**src/hdl/dpht_pkg.sv**
```systemverilog
// ----------------------------------------------------------------------------
// dpht_pkg
// Types and codes shared by the depth-preferred hash table modules.
// ----------------------------------------------------------------------------
`default_nettype none

package dpht_pkg;

    localparam int KEY_W   = 64;
    localparam int MOVE_W  = 16;
    localparam int SCORE_W = 16;
    localparam int DEPTH_W = 8;
    localparam int BOUND_W = 2;
    localparam int ACT_W   = 2;

    localparam logic [ACT_W-1:0] ACT_PROBE = 2'd0;
    localparam logic [ACT_W-1:0] ACT_STORE = 2'd1;
    localparam logic [ACT_W-1:0] ACT_CLEAR = 2'd2;

    localparam logic [BOUND_W-1:0] BND_NONE  = 2'd0;
    localparam logic [BOUND_W-1:0] BND_EXACT = 2'd1;

    typedef struct packed {
        logic [MOVE_W-1:0]  move;
        logic [SCORE_W-1:0] score;
        logic [DEPTH_W-1:0] depth;
        logic [BOUND_W-1:0] bound;
    } t_payload;

    localparam int PAYLOAD_W = $bits(t_payload);

    typedef struct packed {
        logic hit;
        logic overwrite;
    } t_verdict;

endpackage

`default_nettype wire

```
**src/hdl/dpht_decide.sv**
```systemverilog
// ----------------------------------------------------------------------------
// dpht_decide
// Hit check for probes and depth-preferred replacement test for stores.
// ----------------------------------------------------------------------------
`default_nettype none

module dpht_decide (
    input  wire logic [dpht_pkg::ACT_W-1:0]   i_action,
    input  wire logic [dpht_pkg::KEY_W-1:0]   i_key,
    input  wire logic [dpht_pkg::DEPTH_W-1:0] i_depth,
    input  wire logic [dpht_pkg::BOUND_W-1:0] i_bound,
    input  wire logic [dpht_pkg::KEY_W-1:0]   i_tag,
    input  wire dpht_pkg::t_payload           i_entry,
    output dpht_pkg::t_verdict                o_verdict
);

    logic tag_eq;
    logic keep;

    assign tag_eq = (i_tag == i_key);
    assign keep   = tag_eq && (i_entry.depth > i_depth) && (i_bound != dpht_pkg::BND_EXACT);

    always_comb begin
        o_verdict.hit       = (i_action == dpht_pkg::ACT_PROBE) && tag_eq &&
                              (i_entry.bound != dpht_pkg::BND_NONE);
        o_verdict.overwrite = (i_action == dpht_pkg::ACT_STORE) && !keep;
    end

endmodule

`default_nettype wire

```
**config.mk**
```make
export PLATFORM = sky130hd
export DESIGN_NAME = dpht_decide
export DESIGN_NICKNAME = d
export VERILOG_FILES = /design/src/hdl/dpht_pkg.sv /design/src/hdl/dpht_decide.sv
export SDC_FILE = /design/constraint.sdc
export NUM_CORES = 1
export LEC_CHECK = 0
export ABC_AREA = 1
export BUFFER_PORTS_ARGS = -buffer_cell sky130_fd_sc_hd__buf_2
export CELL_PAD_IN_SITES_DETAIL_PLACEMENT = 1
export CELL_PAD_IN_SITES_GLOBAL_PLACEMENT = 2
export CORE_MARGIN = 3
export CORE_UTILIZATION = 12
export DETAILED_ROUTE_END_ITERATION = 7
export MAX_ROUTING_LAYER = met4
export PLACE_DENSITY_LB_ADDON = 0.1
export SLEW_MARGIN = 5
export SYNTH_ARGS = -nofsm -noshare
export SYNTH_HDL_FRONTEND = slang
export SYNTH_SLANG_ARGS = --single-unit
```
**constraint.sdc**
```tcl
create_clock -name vclk -period 1.2
set_input_delay 0 -clock vclk [all_inputs]
set_output_delay 0 -clock vclk [all_outputs]
set_load 0.05 [all_outputs]
```
======== Word-level counts from Yosys, hierarchy flattened ========
Index checks and enable logic that the tools add are counted.
operators by class
  magnitude comparators ................... 1
  equal/unequal tests ..................... 3
  reduce and logical (&&, ||, !) cells .... 8
operators by type and width
  cell                count
  $eq 64x64->1        1
  $gt 8x8->1          1
  $logic_and 1x1->1   5
  $eq 2x1->1 const B  1
  $logic_not 2->1     1
  $ne 2x1->1 const B  1
  $reduce_bool 2->1   1
  $logic_not 1->1     1
word-level totals
  register bits ........................... 0
  input bits .............................. 182
  output and inout port bits .............. 2
  word-level logic and storage cells ...... 12

======== Depth between registers and ports, before layout ========
  word-level depth ........................ 5
  gate-level depth with buffers ........... 11
  gate-level depth less buffers ........... 11

======== Worst setup path before layout ========
OpenSTA, ideal clock, no wires.
  path kind ............................... input to output
  start point ............................. input i_key[4] in the netlist's numbering
  end point ............................... output o_verdict[1] in the netlist's numbering
  arrival ................................. 1.212 ns
  data required time ...................... 1.200 ns
  slack ................................... -0.012 ns
  stages on the path ...................... 8
  cell sequence ........................... xor2_1 nor2_1 nand2_1 nor2_1 nand2_1 nor2_2 nand2_1 nor2_1
RTL lines
  what         RTL line           source
  from (decl)  dpht_decide.sv:9   input wire logic [dpht_pkg::KEY_W-1:0] i_key,
  to (decl)    dpht_decide.sv:14  output dpht_pkg::t_verdict o_verdict

==> flow_summary.toml <==
[setup_path]
crit_path_start_kind = "input port"
crit_type = "input port to output pin"
crit_family = "simple AND/OR/NAND/NOR gates"
cp_num_buf_inv = 2
cpPeakStageDelay_ps = 170
worstPathArrival_ps = 1160
path_cells = "buf_6 -> xor2_2 -> nor2_2 -> nand2_1 -> nor2_1 -> nand2_1 -> nor2_2 -> nand2_2 -> nor2_2 -> buf_6"
crit_fanout = 2
cp-end-kind = "output pin"
crit_required_ps = 1200
critical_path.most_common_cell = "nor2_2"
critPathSlowestCell = "buf_6"

[cells_and_area]
synthToLayoutAreaGrowth_pct = 81.8
final_util_pct = 22.5
final_cell_mix = "142 x buf_2, 122 x nand2_1, 84 x inv_1"
nets = 676
drive_gt1_share_pct = 39.0
seq_cells = 0
final_common_cell = "buf_2"
num_antenna_cells = 0
fill_cells = 1590
register_area_sq_um = 0
multi_input_area_sq_mm = 0.00128
clock_buffers = 0

[outcome]
status = "completed"

[synth]
synth_xor_area_share_pct = 11.6
synth_compound_area_share_pct = 3.32
synthSimpleGateAreaFrac_pct = 55.3
synth_top_family_by_area = "simple AND/OR/NAND/NOR gates"
synth_area_per_cell_sq_um = 4.32
ys_types = 11
synth-adder-area-share_pct = 6.98
synth_cells = 332
synth_nets = 522
muxShareOfSynthArea_pct = 0
syn_area_sq_mm = 0.00143
yosysSeqAreaShare_pct = 0
yosys_warnings = 0

[sta]
drv_slew = 0
fmax_mhz = 864
maxSlewHeadroom_pct = 86.8
hold_viol = 0
period_share_pct = 96.4
setup_viol_count_final = 0
fin_crit_ps = 1160
setup-tns-final_ps = 0
rsz0062_at_grt = "yes"
tightest_slew_ps = 196

[power]
clkPwrFrac_pct = 0
p_leak_uw = 0.00173
irDropWorstVdd_mv = 0.0675
power.share.switching_pct = 47.8
switching_power_uw = 344
powerDensity_mw_per_mm2 = 276
internal-power_uw = 377
p_seq_share_pct = 0
p_comb_share_pct = 100.0

[route]
drtIter0Drc = 16
wl_um = 5890
first_pass_iters = 4
vias = 2241
postRouteAntennaNets = 0
wl_per_cell_um = 9.40
drc_errors = 0
vias_per_cell = 3.57

[worst_hold_path]
hold_path_class = "input port to output pin"

[floorplanning]
pin_count = 184
dieHeight_um = 115
core_sq_mm = 0.0116
initial_core_util_pct = 12.4
fp.dieArea_sq_mm = 0.0133
die_w_um = 115
fp-row-count = 39

[placement]
routabilityCongestion = 0.729
port_buffers = 152
dp_hpwl_um = 5570

[global_route]
grt_overflow = 0
grt_antenna_before_repair = 0
grt_pass1_vias = 2050
grt_max_degree = 3
track_usage_pct = 7.78
grt_pass1_wl_um = 8510

[job]
cap_violations = 0

[clock_tree]
hold_buffers = 0
post_cts_buffers = 0
[routing by layer]
metal	vias to the layer above	global-route usage, %	routed length, um
met5	-	-	0
met4	0	0	0
met3	0	1.26	463
met2	76	13.9	2930
met1	933	9.84	2500
li1	1232	-	-
[Yosys cell counts, drive strengths merged]
| master | n | share of area (%) |
|---|---|---|
| a21oi | 5 | 1.7 |
| xor2 | 19 | 12 |
| nand4 | 1 | 0.44 |
| ha | 8 | 7.0 |
| nand3 | 1 | 0.35 |
| o21a | 1 | 0.52 |
| o21ai | 3 | 1.0 |
| nand2 | 129 | 34 |
| inv | 87 | 23 |
| nor2 | 78 | 21 |
[logic make-up after synthesis]
family | count (synthesis)
xor gates and xnor gates | 19
and+or+nand+nor | 209
AOI/OAI and AO/OA | 9
adders and majority gates | 8
buffers and inverters | 87
[power by group through the flow]
stage	logic (uW)	clock network, uW	registers (uW)
after CTS	665	0	0
after global routing	837	0	0
after floorplan	301	0	0
after global placement	631	0	0
final	721	0	0
after detailed placement	649	0	0
[worst paths after layout]
| kind | from | endpoint | slack [ps] | depth (start not counted) |
|---|---|---|---|---|
| setup / recovery | i_tag[27] | o_verdict[1] | 40 | 10 |
| hold / removal | i_action[1] | o_verdict[0] | 360 | 5 |
[metrics by stage]
step | cell area [sq um] | worst slack [ps] | power [uW] | hold WS (ps) | std cells
5_1_grt | 2610 | -69.7 | 837 | 385 | 627
3_3_place_gp | 2380 | -73.3 | 631 | 435 | 627
6_report | 2610 | 43.2 | 721 | 360 | 627
3_5_place_dp | 2380 | -105 | 649 | 431 | 627
2_1_floorplan | 1440 | 102 | 301 | 219 | 332
4_1_cts | 2410 | 0.284 | 665 | 385 | 627
[repair_timing]
item	4_1_cts	5_1_grt
setup endpoints to repair	2	2
gates resized for setup	8	42
pin swaps	3	45
[final cells by class]
type	count	share of cell area, %
tap	143	6.86
timing repair buffer	152	31.6
multi-input combinational	245	49.0
inverter	87	12.5
No activity file was read; power rests on OpenSTA's default activity.
